==> src/sv/prfm_pkg.sv <==
package prfm_pkg;

  localparam int NumSlots = 7;
  localparam int NumRails = 3;
  localparam int NumFuses = 4;

  localparam logic [7:0] P0InMask  = 8'h13;
  localparam logic [7:0] P1InMask  = 8'hAA;
  localparam logic [7:0] P0OutMask = 8'hEC;
  localparam logic [7:0] P1OutMask = 8'h55;

  typedef enum logic [1:0] {
    ACT_SAMPLE  = 2'd0,
    ACT_SET_BIT = 2'd1,
    ACT_SET_PORT = 2'd2,
    ACT_UNUSED  = 2'd3
  } action_t;

  typedef enum logic [2:0] {
    EV_NONE        = 3'd0,
    EV_PG_LOST     = 3'd1,
    EV_PG_RESTORED = 3'd2,
    EV_FUSE_TRIP   = 3'd3,
    EV_FUSE_CLEAR  = 3'd4
  } event_kind_t;

  typedef enum logic {
    CFG_DEVICE_PRESENT = 1'b0,
    CFG_AUTO_DISABLE   = 1'b1
  } cfg_index_t;

  typedef enum logic [1:0] {
    ST_IDLE,
    ST_APPLY,
    ST_SCAN,
    ST_SEND
  } state_t;

  typedef struct packed {
    logic [1:0]  action;
    logic [1:0]  port_select;
    logic [2:0]  bit_index;
    logic [7:0]  data_value;
    logic [7:0]  port0_sample;
    logic [7:0]  port1_sample;
    logic [31:0] time_ms;
  } in_item_t;

  typedef struct packed {
    logic [2:0]  event_kind;
    logic [1:0]  event_channel;
    logic [31:0] event_time;
    logic [7:0]  output_image0;
    logic [7:0]  output_image1;
    logic [2:0]  power_good_bits;
    logic [3:0]  fuse_fault_bits;
    logic        any_fault;
    logic        ok;
    logic        last;
  } out_item_t;

  typedef struct packed {
    logic load_item;
    logic apply;
    logic load_result;
  } dp_cmd_t;

  typedef struct packed {
    logic result_last;
  } dp_status_t;

endpackage

==> src/sv/prfm_ctrl.sv <==
module prfm_ctrl (
  input  logic                  clk,
  input  logic                  rst_n,
  input  logic                  in_valid,
  output logic                  in_ready,
  output logic                  out_valid,
  input  logic                  out_ready,
  output prfm_pkg::dp_cmd_t     cmd,
  input  prfm_pkg::dp_status_t  status
);

  prfm_pkg::state_t state_r, state_nxt;

  always_ff @(posedge clk) begin
    if (!rst_n) begin
      state_r <= prfm_pkg::ST_IDLE;
    end else begin
      state_r <= state_nxt;
    end
  end

  always_comb begin
    state_nxt = state_r;
    unique case (state_r)
      prfm_pkg::ST_IDLE: begin
        if (in_valid) state_nxt = prfm_pkg::ST_APPLY;
      end
      prfm_pkg::ST_APPLY: begin
        state_nxt = prfm_pkg::ST_SCAN;
      end
      prfm_pkg::ST_SCAN: begin
        state_nxt = prfm_pkg::ST_SEND;
      end
      prfm_pkg::ST_SEND: begin
        if (out_ready) begin
          state_nxt = status.result_last ? prfm_pkg::ST_IDLE : prfm_pkg::ST_SCAN;
        end
      end
      default: state_nxt = prfm_pkg::ST_IDLE;
    endcase
  end

  always_comb begin
    in_ready        = 1'b0;
    out_valid       = 1'b0;
    cmd.load_item   = 1'b0;
    cmd.apply       = 1'b0;
    cmd.load_result = 1'b0;
    unique case (state_r)
      prfm_pkg::ST_IDLE: begin
        in_ready      = 1'b1;
        cmd.load_item = in_valid;
      end
      prfm_pkg::ST_APPLY: begin
        cmd.apply = 1'b1;
      end
      prfm_pkg::ST_SCAN: begin
        cmd.load_result = 1'b1;
      end
      prfm_pkg::ST_SEND: begin
        out_valid = 1'b1;
      end
      default: begin
        in_ready = 1'b0;
      end
    endcase
  end

endmodule

==> src/sv/prfm_dp.sv <==
module prfm_dp (
  input  logic                  clk,
  input  logic                  rst_n,
  input  prfm_pkg::in_item_t    in_data,
  output prfm_pkg::out_item_t   out_data,
  input  logic                  cfg_valid,
  input  logic                  cfg_index,
  input  logic                  cfg_data,
  input  prfm_pkg::dp_cmd_t     cmd,
  output prfm_pkg::dp_status_t  status
);

  logic                 present_r;
  logic                 auto_dis_r;
  logic [7:0]           img0_r, img0_nxt;
  logic [7:0]           img1_r, img1_nxt;
  logic [7:0]           oreg0_r, oreg0_nxt;
  logic [7:0]           oreg1_r, oreg1_nxt;
  logic                 armed_r, armed_nxt;
  logic                 ok_r, ok_nxt;
  logic [prfm_pkg::NumSlots-1:0] chg_r, chg_nxt;
  prfm_pkg::in_item_t   item_r;
  prfm_pkg::out_item_t  out_r, out_nxt;

  logic                 do_sample, do_set_bit, do_set_port;
  logic [7:0]           pgc, flc;
  logic [7:0]           bit_mask;
  logic [7:0]           sel_reg, sel_new, port_mask;
  logic [prfm_pkg::NumSlots-1:0] pick, chg_left;
  logic [2:0]           slot;
  logic [1:0]           fuse;
  logic [2:0]           pg_bits;
  logic [3:0]           ff_bits;

  // configuration
  always_ff @(posedge clk) begin
    if (!rst_n) begin
      present_r  <= 1'b0;
      auto_dis_r <= 1'b1;
    end else if (cfg_valid) begin
      unique case (prfm_pkg::cfg_index_t'(cfg_index))
        prfm_pkg::CFG_DEVICE_PRESENT: present_r  <= cfg_data;
        prfm_pkg::CFG_AUTO_DISABLE:   auto_dis_r <= cfg_data;
        default:                      present_r  <= present_r;
      endcase
    end
  end

  assign pg_bits = {img0_r[4], img0_r[1], img0_r[0]};
  assign ff_bits = ~{img1_r[7], img1_r[5], img1_r[3], img1_r[1]};

  // action decode
  always_comb begin
    do_sample   = present_r && (item_r.action == prfm_pkg::ACT_SAMPLE);
    do_set_bit  = present_r && (item_r.action == prfm_pkg::ACT_SET_BIT)
                  && !item_r.port_select[1];
    do_set_port = present_r && (item_r.action == prfm_pkg::ACT_SET_PORT)
                  && !item_r.port_select[1];
    pgc      = (img0_r ^ item_r.port0_sample) & prfm_pkg::P0InMask;
    flc      = (img1_r ^ item_r.port1_sample) & prfm_pkg::P1InMask;
    bit_mask = 8'b1 << item_r.bit_index;
    sel_reg  = item_r.port_select[0] ? oreg1_r : oreg0_r;
    port_mask = item_r.port_select[0] ? prfm_pkg::P1OutMask : prfm_pkg::P0OutMask;
    if (do_set_bit) begin
      sel_new = item_r.data_value[0] ? (sel_reg | bit_mask) : (sel_reg & ~bit_mask);
    end else begin
      sel_new = (sel_reg & ~port_mask) | (item_r.data_value & port_mask);
    end
  end

  // lowest pending pin change
  always_comb begin
    pick     = chg_r & (~chg_r + 7'd1);
    chg_left = chg_r & ~pick;
    slot     = '0;
    for (int j = 0; j < prfm_pkg::NumSlots; j++) begin
      if (pick[j]) slot = 3'(j);
    end
    fuse = 2'(slot - 3'(prfm_pkg::NumRails));
  end

  always_comb begin
    img0_nxt  = img0_r;
    img1_nxt  = img1_r;
    oreg0_nxt = oreg0_r;
    oreg1_nxt = oreg1_r;
    armed_nxt = armed_r;
    ok_nxt    = ok_r;
    chg_nxt   = chg_r;
    out_nxt   = out_r;
    if (cmd.apply) begin
      ok_nxt  = do_sample || do_set_bit || do_set_port;
      chg_nxt = '0;
      if (do_sample) begin
        img0_nxt  = item_r.port0_sample;
        img1_nxt  = item_r.port1_sample;
        armed_nxt = 1'b1;
        if (armed_r) begin
          chg_nxt = {flc[7], flc[5], flc[3], flc[1], pgc[4], pgc[1], pgc[0]};
        end
      end
      if (do_set_bit || do_set_port) begin
        if (item_r.port_select[0]) oreg1_nxt = sel_new;
        else                       oreg0_nxt = sel_new;
      end
    end
    if (cmd.load_result) begin
      out_nxt.event_kind    = prfm_pkg::EV_NONE;
      out_nxt.event_channel = '0;
      out_nxt.event_time    = '0;
      out_nxt.ok            = ok_r;
      out_nxt.last          = 1'b1;
      if (chg_r != '0) begin
        out_nxt.event_time = item_r.time_ms;
        out_nxt.last       = (chg_left == '0);
        chg_nxt            = chg_left;
        if (slot < 3'(prfm_pkg::NumRails)) begin
          out_nxt.event_channel = slot[1:0];
          out_nxt.event_kind    = pg_bits[slot[1:0]] ? prfm_pkg::EV_PG_RESTORED
                                                     : prfm_pkg::EV_PG_LOST;
        end else begin
          out_nxt.event_channel = fuse;
          if (ff_bits[fuse]) begin
            out_nxt.event_kind = prfm_pkg::EV_FUSE_TRIP;
            if (auto_dis_r) oreg1_nxt[{fuse, 1'b0}] = 1'b0;
          end else begin
            out_nxt.event_kind = prfm_pkg::EV_FUSE_CLEAR;
          end
        end
      end
      out_nxt.output_image0   = oreg0_nxt;
      out_nxt.output_image1   = oreg1_nxt;
      out_nxt.power_good_bits = pg_bits;
      out_nxt.fuse_fault_bits = ff_bits;
      out_nxt.any_fault       = present_r && ((ff_bits != '0) || !pg_bits[0]);
    end
  end

  always_ff @(posedge clk) begin
    if (!rst_n) begin
      img0_r  <= '0;
      img1_r  <= '0;
      oreg0_r <= '0;
      oreg1_r <= '0;
      armed_r <= 1'b0;
    end else begin
      img0_r  <= img0_nxt;
      img1_r  <= img1_nxt;
      oreg0_r <= oreg0_nxt;
      oreg1_r <= oreg1_nxt;
      armed_r <= armed_nxt;
    end
  end

  always_ff @(posedge clk) begin
    if (cmd.load_item) item_r <= in_data;
    ok_r  <= ok_nxt;
    chg_r <= chg_nxt;
    out_r <= out_nxt;
  end

  assign out_data           = out_r;
  assign status.result_last = out_r.last;

endmodule

==> src/sv/power_rail_fault_monitor_top.sv <==
// channel  | ports                          | payload
// input    | in_valid / in_ready            | in_data  (prfm_pkg::in_item_t)
// result   | out_valid / out_ready          | out_data (prfm_pkg::out_item_t)
// config   | cfg_valid / cfg_ready          | cfg_index, cfg_data
//
// one item at a time: accept, apply, then per result a scan state and
// a send state that waits for out_ready
// the fsm walks pending pin changes lowest first, one per result
// reset is synchronous, active low; images, outputs and arming clear
// a stalled result holds in the output register until out_ready
// config writes are always taken
module power_rail_fault_monitor_top (
  input  logic                 clk,
  input  logic                 rst_n,
  input  logic                 in_valid,
  output logic                 in_ready,
  input  prfm_pkg::in_item_t   in_data,
  output logic                 out_valid,
  input  logic                 out_ready,
  output prfm_pkg::out_item_t  out_data,
  input  logic                 cfg_valid,
  output logic                 cfg_ready,
  input  logic                 cfg_index,
  input  logic                 cfg_data
);

  prfm_pkg::dp_cmd_t    cmd;
  prfm_pkg::dp_status_t status;

  assign cfg_ready = 1'b1;

  prfm_ctrl u_ctrl (
    .clk       (clk),
    .rst_n     (rst_n),
    .in_valid  (in_valid),
    .in_ready  (in_ready),
    .out_valid (out_valid),
    .out_ready (out_ready),
    .cmd       (cmd),
    .status    (status)
  );

  prfm_dp u_dp (
    .clk       (clk),
    .rst_n     (rst_n),
    .in_data   (in_data),
    .out_data  (out_data),
    .cfg_valid (cfg_valid),
    .cfg_index (cfg_index),
    .cfg_data  (cfg_data),
    .cmd       (cmd),
    .status    (status)
  );

endmodule

==> config.mk <==
export PLATFORM = sky130hd
export DESIGN_NAME = power_rail_fault_monitor_top
export DESIGN_NICKNAME = d
export VERILOG_FILES = /design/src/sv/prfm_pkg.sv /design/src/sv/prfm_ctrl.sv /design/src/sv/prfm_dp.sv /design/src/sv/power_rail_fault_monitor_top.sv
export SDC_FILE = /design/constraint.sdc
export NUM_CORES = 1
export LEC_CHECK = 0
export BUFFER_PORTS_ARGS = -buffer_cell sky130_fd_sc_hd__buf_2
export CAP_MARGIN = 20
export CORE_MARGIN = 4
export CORE_UTILIZATION = 38
export DETAILED_ROUTE_END_ITERATION = 12
export SYNTH_ARGS = -nofsm -noshare
export SYNTH_HDL_FRONTEND = slang
export SYNTH_HIERARCHICAL = 1
export SYNTH_SLANG_ARGS = --single-unit
export TNS_END_PERCENT = 1
==> constraint.sdc <==
create_clock -name clk -period 6.2 [get_ports clk]
set_input_delay 0.93 -clock clk [delete_from_list [all_inputs] [get_ports clk]]
set_output_delay 0.93 -clock clk [all_outputs]
set_load 0.05 [all_outputs]
==> load_flow_metrics.sql, run 1 <==
INSERT INTO impl_metrics (metric_group, metric, value, unit) VALUES
('cells_and_area', 'diodes', '0', ''),
('synth', 'gate_count_after_technology_mapping', '399', ''),
('setup_path', 'worstPathArrival', '3.07', 'ns'),
('synth', 'synth_top_area_share', '59.54', '%'),
('flow_run', 'drv_cap', '0', ''),
('clock_tree', 'cts.repair.resized', '0', ''),
('detailed_routing', 'viasPerCell', '4.870', ''),
('die', 'die-width', '132.6', 'um'),
('synth', 'synth_top_cell_by_area', 'edfxtp_1', ''),
('setup_path', 'worst-r2r-setup-slack', '3.49', 'ns'),
('clock_tree', 'postCtsSetupBuffers', '0', ''),
('setup_path', 'worst-endpoint-required', '6.56', 'ns'),
('grt', 'pin_count_of_the_biggest_net_entering_global_routing', '62', ''),
('synth', 'synthTopCellsByArea', 'edfxtp_1 (60%), dfxtp_1 (12%), and2_1 (5.1%), mux2_2 (4.4%), mux2i_1 (2.2%)', ''),
('sta', 'setup-violations-final', '0', ''),
('sta', 'fin_skew', '0.01135', 'ns'),
('sta', 'grt_setup_unrepaired', 'no', ''),
('detailed_routing', 'post-route-drc-count', '0', ''),
('setup_path', 'cp_slowest_stage_delay', '0.71', 'ns'),
('clock_tree', 'clockRootBuffer', 'clkbuf_16', ''),
('synth', 'synth_ff_type', 'edfxtp_1', ''),
('synth', 'post_synth.cell_area_avg', '14.79', 'um2'),
('synth', 'yosys_warnings', '6', ''),
('die', 'core_area', '15200', 'um2'),
('placed_design', 'globalplace.congestion', '0.7463', ''),
('setup_path', 'crit_chain', 'or2_2 > nor3_1 > nand2_1 > a21oi_1 > a32o_1', ''),
('setup_path', 'timing.reg2reg.worst_path_depth', '5', ''),
('clock_tree', 'clock_tree.htree_level_count', '4', ''),
('synth', 'synth_nets', '471', ''),
('sta', 'slew_violations', '0', ''),
('hold_path', 'holdCritPathClass', 'register to register', ''),
('setup_path', 'timing.setup.critical_path_class', 'register to register', ''),
('synth', 'synth_seq_area_share', '71.42', '%'),
('power', 'p_per_area', '328.5', 'nW/um2'),
('hold_path', 'min_path_cells', '0', ''),
('power', 'power', '2390', 'uW'),
('run_status', 'outcome', 'finished, final reports clean', ''),
('die', 'fp.dieH', '132.6', 'um'),
('die', 'start_util', '38.81', '%'),
('sta', 'ratio_of_final_minimum_period_to_clock_period', '43.79', '%'),
('placed_design', 'io_buffer_count', '124', ''),
('detailed_routing', 'detailroute.via_count', '3550', ''),
('setup_path', 'cp-start-kind', 'register', ''),
('grt', 'use_met3', '6.882', '%'),
('power', 'max-vdd-ir-drop', '0.1867', 'mV'),
('grt', 'gr-usage-met1', '16.41', '%'),
('cells_and_area', 'final_layout_size_suffix_gt1_share', '34.57', '%'),
('setup_path', 'slowest_stage', 'nand2_1', ''),
('die', 'io_pins', '136', ''),
('detailed_routing', 'final_antenna_net_count', '0', ''),
('synth', 'synth_edf_count', '117', ''),
('clock_tree', 'num_cts_buffers', '17', ''),
('synth', 'yosys.cell_count.top_type', 'edfxtp_1', ''),
('clock_tree', 'clk_pin_slew_worst_paths', '0.06', 'ns'),
('power', 'p_leak', '0.002825', 'uW'),
('setup_path', 'critPathTopFamily', 'simple AND/OR/NAND/NOR gates', ''),
('sta', 'tightest_slew', '0.9129', 'ns'),
('grt', 'initial_antenna_violation_count', '2', ''),
('grt', 'grtUsageTotal', '14.12', '%'),
('clock_tree', 'hold_buffers', '0', ''),
('detailed_routing', 'initialDrtViolationCount', '215', ''),
('setup_path', 'critical_path.n_buffers_inverters', '0', ''),
('setup_path', 'r2r_start', 'u_dp/chg_r[0]', ''),
('sta', 'time_the_final_worst_path_needs_with_i_o_delays_and_setup', '2.715', 'ns'),
('detailed_routing', 'wl', '11940', 'um'),
('sta', 'max_freq', '368.3', 'MHz'),
('clock_tree', 'clock_tree_from_tritoncts', 'built', ''),
('grt', 'grt_pass1_wl', '19050', 'um'),
('hold_path', 'holdCritStartpoint', 'u_dp/ok_r', ''),
('sta', 'slew_headroom', '38.99', '%'),
('cells_and_area', 'fin_nets', '600', '');
[logic make-up after synthesis]
kind of cell	Yosys count	share of synthesized area [%]
fa+ha+maj	3	0.5937
xor+xnor	8	1.187
mux	37	6.976
other cells	1	0.06355
compound gates	50	6.298
flops	152	71.42
simple gates	121	11.56
buf+inv	27	1.908
[worst max path at each step]
stage	start	endpoint	slack (ns)
finish	u_dp/chg_r[0]	u_dp/chg_r[3]	3.49
global route	u_dp/chg_r[0]	u_dp/chg_r[3]	3.20
CTS	u_dp/chg_r[0]	u_dp/chg_r[3]	3.50
detailed placement	u_dp/chg_r[0]	u_dp/chg_r[3]	3.50
global placement	u_dp/chg_r[0]	u_dp/chg_r[2]	3.58
floorplan	u_ctrl/state_r[1]	u_dp/item_r[0]	3.38
[per-stage QoR]
stage,worst slack [ns],utilization (%),hold slack (ns),instances,cell area [um2]
floorplan,3.380,-,0.4003,399,5901
global placement,3.584,44.09,0.4399,697,6703
detailed placement,3.504,44.09,0.4384,697,6703
CTS,3.497,47.86,0.4579,729,7276
global route,3.204,47.86,0.4602,729,7276
finish,3.485,47.86,0.4549,729,7276
[flip-flops by register name, indices dropped and copies added (netlist names), 2 cells and up]
register,count
u_ctrl/state_r,2
u_dp/item_r,53
u_dp/chg_r,7
u_dp/out_data,62
u_dp/img1_r,4
u_dp/img0_r,3
u_dp/oreg1_r,8
u_dp/oreg0_r,8
[layout make-up]
type	count	area [um2]	share of cell area [%]
clock buffer	21	450.4	6.191
clock inverter	11	122.6	1.685
inverter	11	41.29	0.5675
multi-input combinational	220	1577	21.67
sequential	152	4214	57.92
tap	188	235.2	3.233
timing repair buffer	126	635.6	8.736
[report_power, final]
part	internal [uW]	switching, uW	total [uW]
combinational	47.2	152	200
sequential	1160	25.3	1190
clock	603	401	1000
total	1810	579	2390
[layer usage]
metal | vias up | share of wire (%) | routed length, um
li1 | 1731 | - | -
met4 | 4 | 1.1 | 131
met1 | 1679 | 42 | 5063
met2 | 118 | 48 | 5788
met3 | 18 | 7.7 | 924
met5 | - | 0.28 | 34
[cell usage in the layout (no fill, tap or decap), types with 2 or more instances in the layout]
| cell | count |
|---|---|
| buf_2 | 124 |
| edfxtp_1 | 117 |
| and2_1 | 47 |
| dfxtp_1 | 35 |
| nand2_1 | 26 |
| mux2_2 | 23 |
| clkbuf_16 | 17 |
| a21oi_1 | 15 |
| mux2i_1 | 13 |
| nor2_1 | 12 |
| inv_1 | 11 |
| a31oi_1 | 6 |
| nor2b_1 | 6 |
| nand3_1 | 6 |
| xor2_1 | 5 |
| o22ai_1 | 5 |
| a32o_1 | 5 |
| nand2b_1 | 4 |
| a211oi_1 | 4 |
| a311oi_1 | 4 |
| clkinv_2 | 3 |
| clkbuf_1 | 3 |
| nor3b_1 | 3 |
| xnor2_1 | 3 |
| nand3b_1 | 3 |
| clkinv_4 | 2 |
| clkinvlp_4 | 2 |
| bufinv_16 | 2 |
| nor3_1 | 2 |
| o21a_1 | 2 |
| ha_1 | 2 |
| buf_4 | 2 |
(Power assumes the default switching activity.)
==> run 2, diff against run 1 <==
Clock period 6.2 ns to 2.85 ns, I/O delays scaled along.
==> run 2 against run 1 <==
Final area up 1.3%. Via count up 2.8%. Combinational power up 130%. Setup slack worse by 3.0 ns. Hold slack worse by 0.27 ns. Sequential power up 120%. Clock skew down 0.0015 ns. Count of clock-buffer cells in the layout up 2. Largest cell class unchanged.
==> load_flow_metrics.sql, run 2 (synthesis gave the netlist of run 1 again) <==
INSERT INTO impl_metrics (metric_group, metric, value, unit) VALUES
('clock_tree', 'cts.repair.resized', '0', ''),
('placed_design', 'place_area', '6768', 'um2'),
('sta', 'accumulated_negative_setup_slack', '0', 'ns'),
('setup_path', 'critical_path.n_buffers_inverters', '0', ''),
('sta', 'grt_setup_unrepaired', 'no', ''),
('grt', 'initial_antenna_violation_count', '2', ''),
('sta', 'ratio_of_final_minimum_period_to_clock_period', '84.61', '%'),
('grt', 'pin_count_of_the_biggest_net_entering_global_routing', '36', ''),
('detailed_routing', 'post-route-drc-count', '0', ''),
('clock_tree', 'clockRootBuffer', 'clkbuf_16', ''),
('sta', 'slew_headroom', '49.37', '%'),
('setup_path', 'end_kind', 'register', ''),
('sta', 'setup-violations-final', '0', ''),
('cells_and_area', 'mostFrequentLayoutCells', 'buf_2 (124), edfxtp_1 (117), and2_1 (47), dfxtp_1 (35), nand2_1 (26)', ''),
('detailed_routing', 'final_antenna_net_count', '0', ''),
('cells_and_area', 'final_layout_size_suffix_gt1_share', '35.58', '%'),
('detailed_routing', 'viasPerCell', '4.958', ''),
('setup_path', 'worst-endpoint-required', '2.99', 'ns'),
('hold_path', 'holdCritPathClass', 'input pin to register', ''),
('sta', 'finalHoldViolCount', '0', ''),
('setup_path', 'cp_slowest_stage_delay', '0.45', 'ns'),
('die', 'core_area', '15200', 'um2'),
('setup_path', 'worstPathArrival', '2.55', 'ns'),
('clock_tree', 'clk_path_buf_depth', '2', ''),
('clock_tree', 'num_cts_buffers', '17', ''),
('sta', 'fin_skew', '0.009847', 'ns'),
('setup_path', 'cp-start-kind', 'register', ''),
('power', 'p_per_area', '717.7', 'nW/um2'),
('cells_and_area', 'layout_commonest_cell', 'buf_2', ''),
('die', 'fp.dieH', '132.6', 'um'),
('clock_tree', 'tritoncts_num_sinks', '152', ''),
('sta', 'tightest_slew', '0.7537', 'ns'),
('placed_design', 'globalplace.congestion', '0.7768', ''),
('die', 'die-width', '132.6', 'um'),
('detailed_routing', 'dr.pass1.iters', '4', ''),
('sta', 'max_freq', '414.7', 'MHz'),
('clock_tree', 'clock_tree.htree_level_count', '4', ''),
('grt', 'grt_remaining_overflow', '0', ''),
('die', 'fp-row-count', '45', ''),
('sta', 'slew_violations', '0', ''),
('placed_design', 'dp_hpwl', '8533', 'um'),
('grt', 'grtUsageTotal', '14.46', '%'),
('power', 'max-vdd-ir-drop', '0.4372', 'mV'),
('clock_tree', 'worstSkewPairLatency', '0.42', 'ns'),
('setup_path', 'timing.setup.critical_path_class', 'register to register', ''),
('grt', 'grt_pass1_wl', '19640', 'um'),
('run_status', 'outcome', 'finished, final reports clean', ''),
('detailed_routing', 'initialDrtViolationCount', '277', ''),
('clock_tree', 'hold_buffers', '0', ''),
('flow_run', 'drv_cap', '0', ''),
('cells_and_area', 'area_delta_synth_final', '24.87', '%'),
('setup_path', 'crit_chain', 'nor3b_1 > o31ai_2 > ha_1 > mux4_2 > nor2_2 > a31oi_1', ''),
('clock_tree', 'postCtsSetupBuffers', '0', ''),
('setup_path', 'critPathTopFamily', 'compound AO/OA/AOI/OAI gates', ''),
('die', 'die_area', '17590', 'um2'),
('setup_path', 'cp_max_fanout', '9', ''),
('sta', 'time_the_final_worst_path_needs_with_i_o_delays_and_setup', '2.411', 'ns'),
('grt', 'via_count_of_the_first_global_routing_pass', '3772', ''),
('cells_and_area', 'fin_nets', '607', ''),
('power', 'p_leak', '0.002878', 'uW'),
('cells_and_area', 'fill_cells', '1338', ''),
('setup_path', 'slowest_stage', 'o31ai_2', ''),
('detailed_routing', 'detail_route.wl_per_cell', '16.54', 'um'),
('detailed_routing', 'detailroute.via_count', '3649', ''),
('die', 'io_pins', '136', ''),
('clock_tree', 'clk_pin_slew_worst_paths', '0.06', 'ns'),
('cells_and_area', 'stdcell_area', '7368', 'um2'),
('clock_tree', 'clock_tree_from_tritoncts', 'built', ''),
('detailed_routing', 'wl', '12170', 'um'),
('cells_and_area', 'largest_reg_flops', '62', ''),
('placed_design', 'io_buffer_count', '124', ''),
('die', 'start_util', '38.81', '%'),
('cells_and_area', 'diodes', '0', '');
==> run 2: cell count changes in the layout (fill, tap and decap cells not counted), sizes merged <==
cell | before | now
clkinv | 5 | 2
clkbuf | 21 | 23
buf | 126 | 133
inv | 13 | 14
==> run 2: final timing paths <==
kind	from	end	slack, ns	depth (start not counted)
min	in_data[44]	u_dp/item_r[44]	0.18	1
min reg2reg	u_dp/ok_r	u_dp/out_data[1]	0.48	0
max reg2reg	u_dp/chg_r[5]	u_dp/out_data[16]	0.44	6
max	u_dp/chg_r[5]	u_dp/out_data[16]	0.44	6
==> run 2: routing by layer <==
layer / routed length (um) / vias to the layer above / GRT usage, %
li1: - / 1746 / -
met1: 5190 / 1766 / 17.51
met2: 5831 / 114 / 23.17
met3: 901 / 19 / 5.856
met4: 214 / 4 / 5.716
met5: 33 / - / 0
==> run 2: cell type report <==
type                       instances  area, um2  area share (%)
multi-input combinational        220       1577           21.40
clock buffer                      23      488.0           6.623
tap                              188      235.2           3.192
clock inverter                     9      112.6           1.528
sequential                       152       4214           57.19
inverter                          11      41.29          0.5604
timing repair buffer             133      700.7           9.509
==> run 2: power breakdown <==
group / leakage [uW] / internal [uW] / switching, uW
Clock: 0.000291 / 1390 / 870
Sequential: 0.00137 / 2520 / 51.9
Combinational: 0.00122 / 115 / 340
Total: 0.00288 / 4030 / 1260
==> run 2: stage by stage <==
step                      worst slack, ns  hold WS [ns]  cells  total power, uW  util [%]
after floorplan                   0.03041        0.4003    399             2920         -
after global placement             0.6235        0.4492    704             3075     44.52
after detailed placement           0.4663        0.4571    704             3083     44.52
after CTS                          0.4513        0.1571    736             5352     48.47
after global routing               0.3037        0.1464    736             5505     48.47
final                              0.4387        0.1828    736             5288     48.47
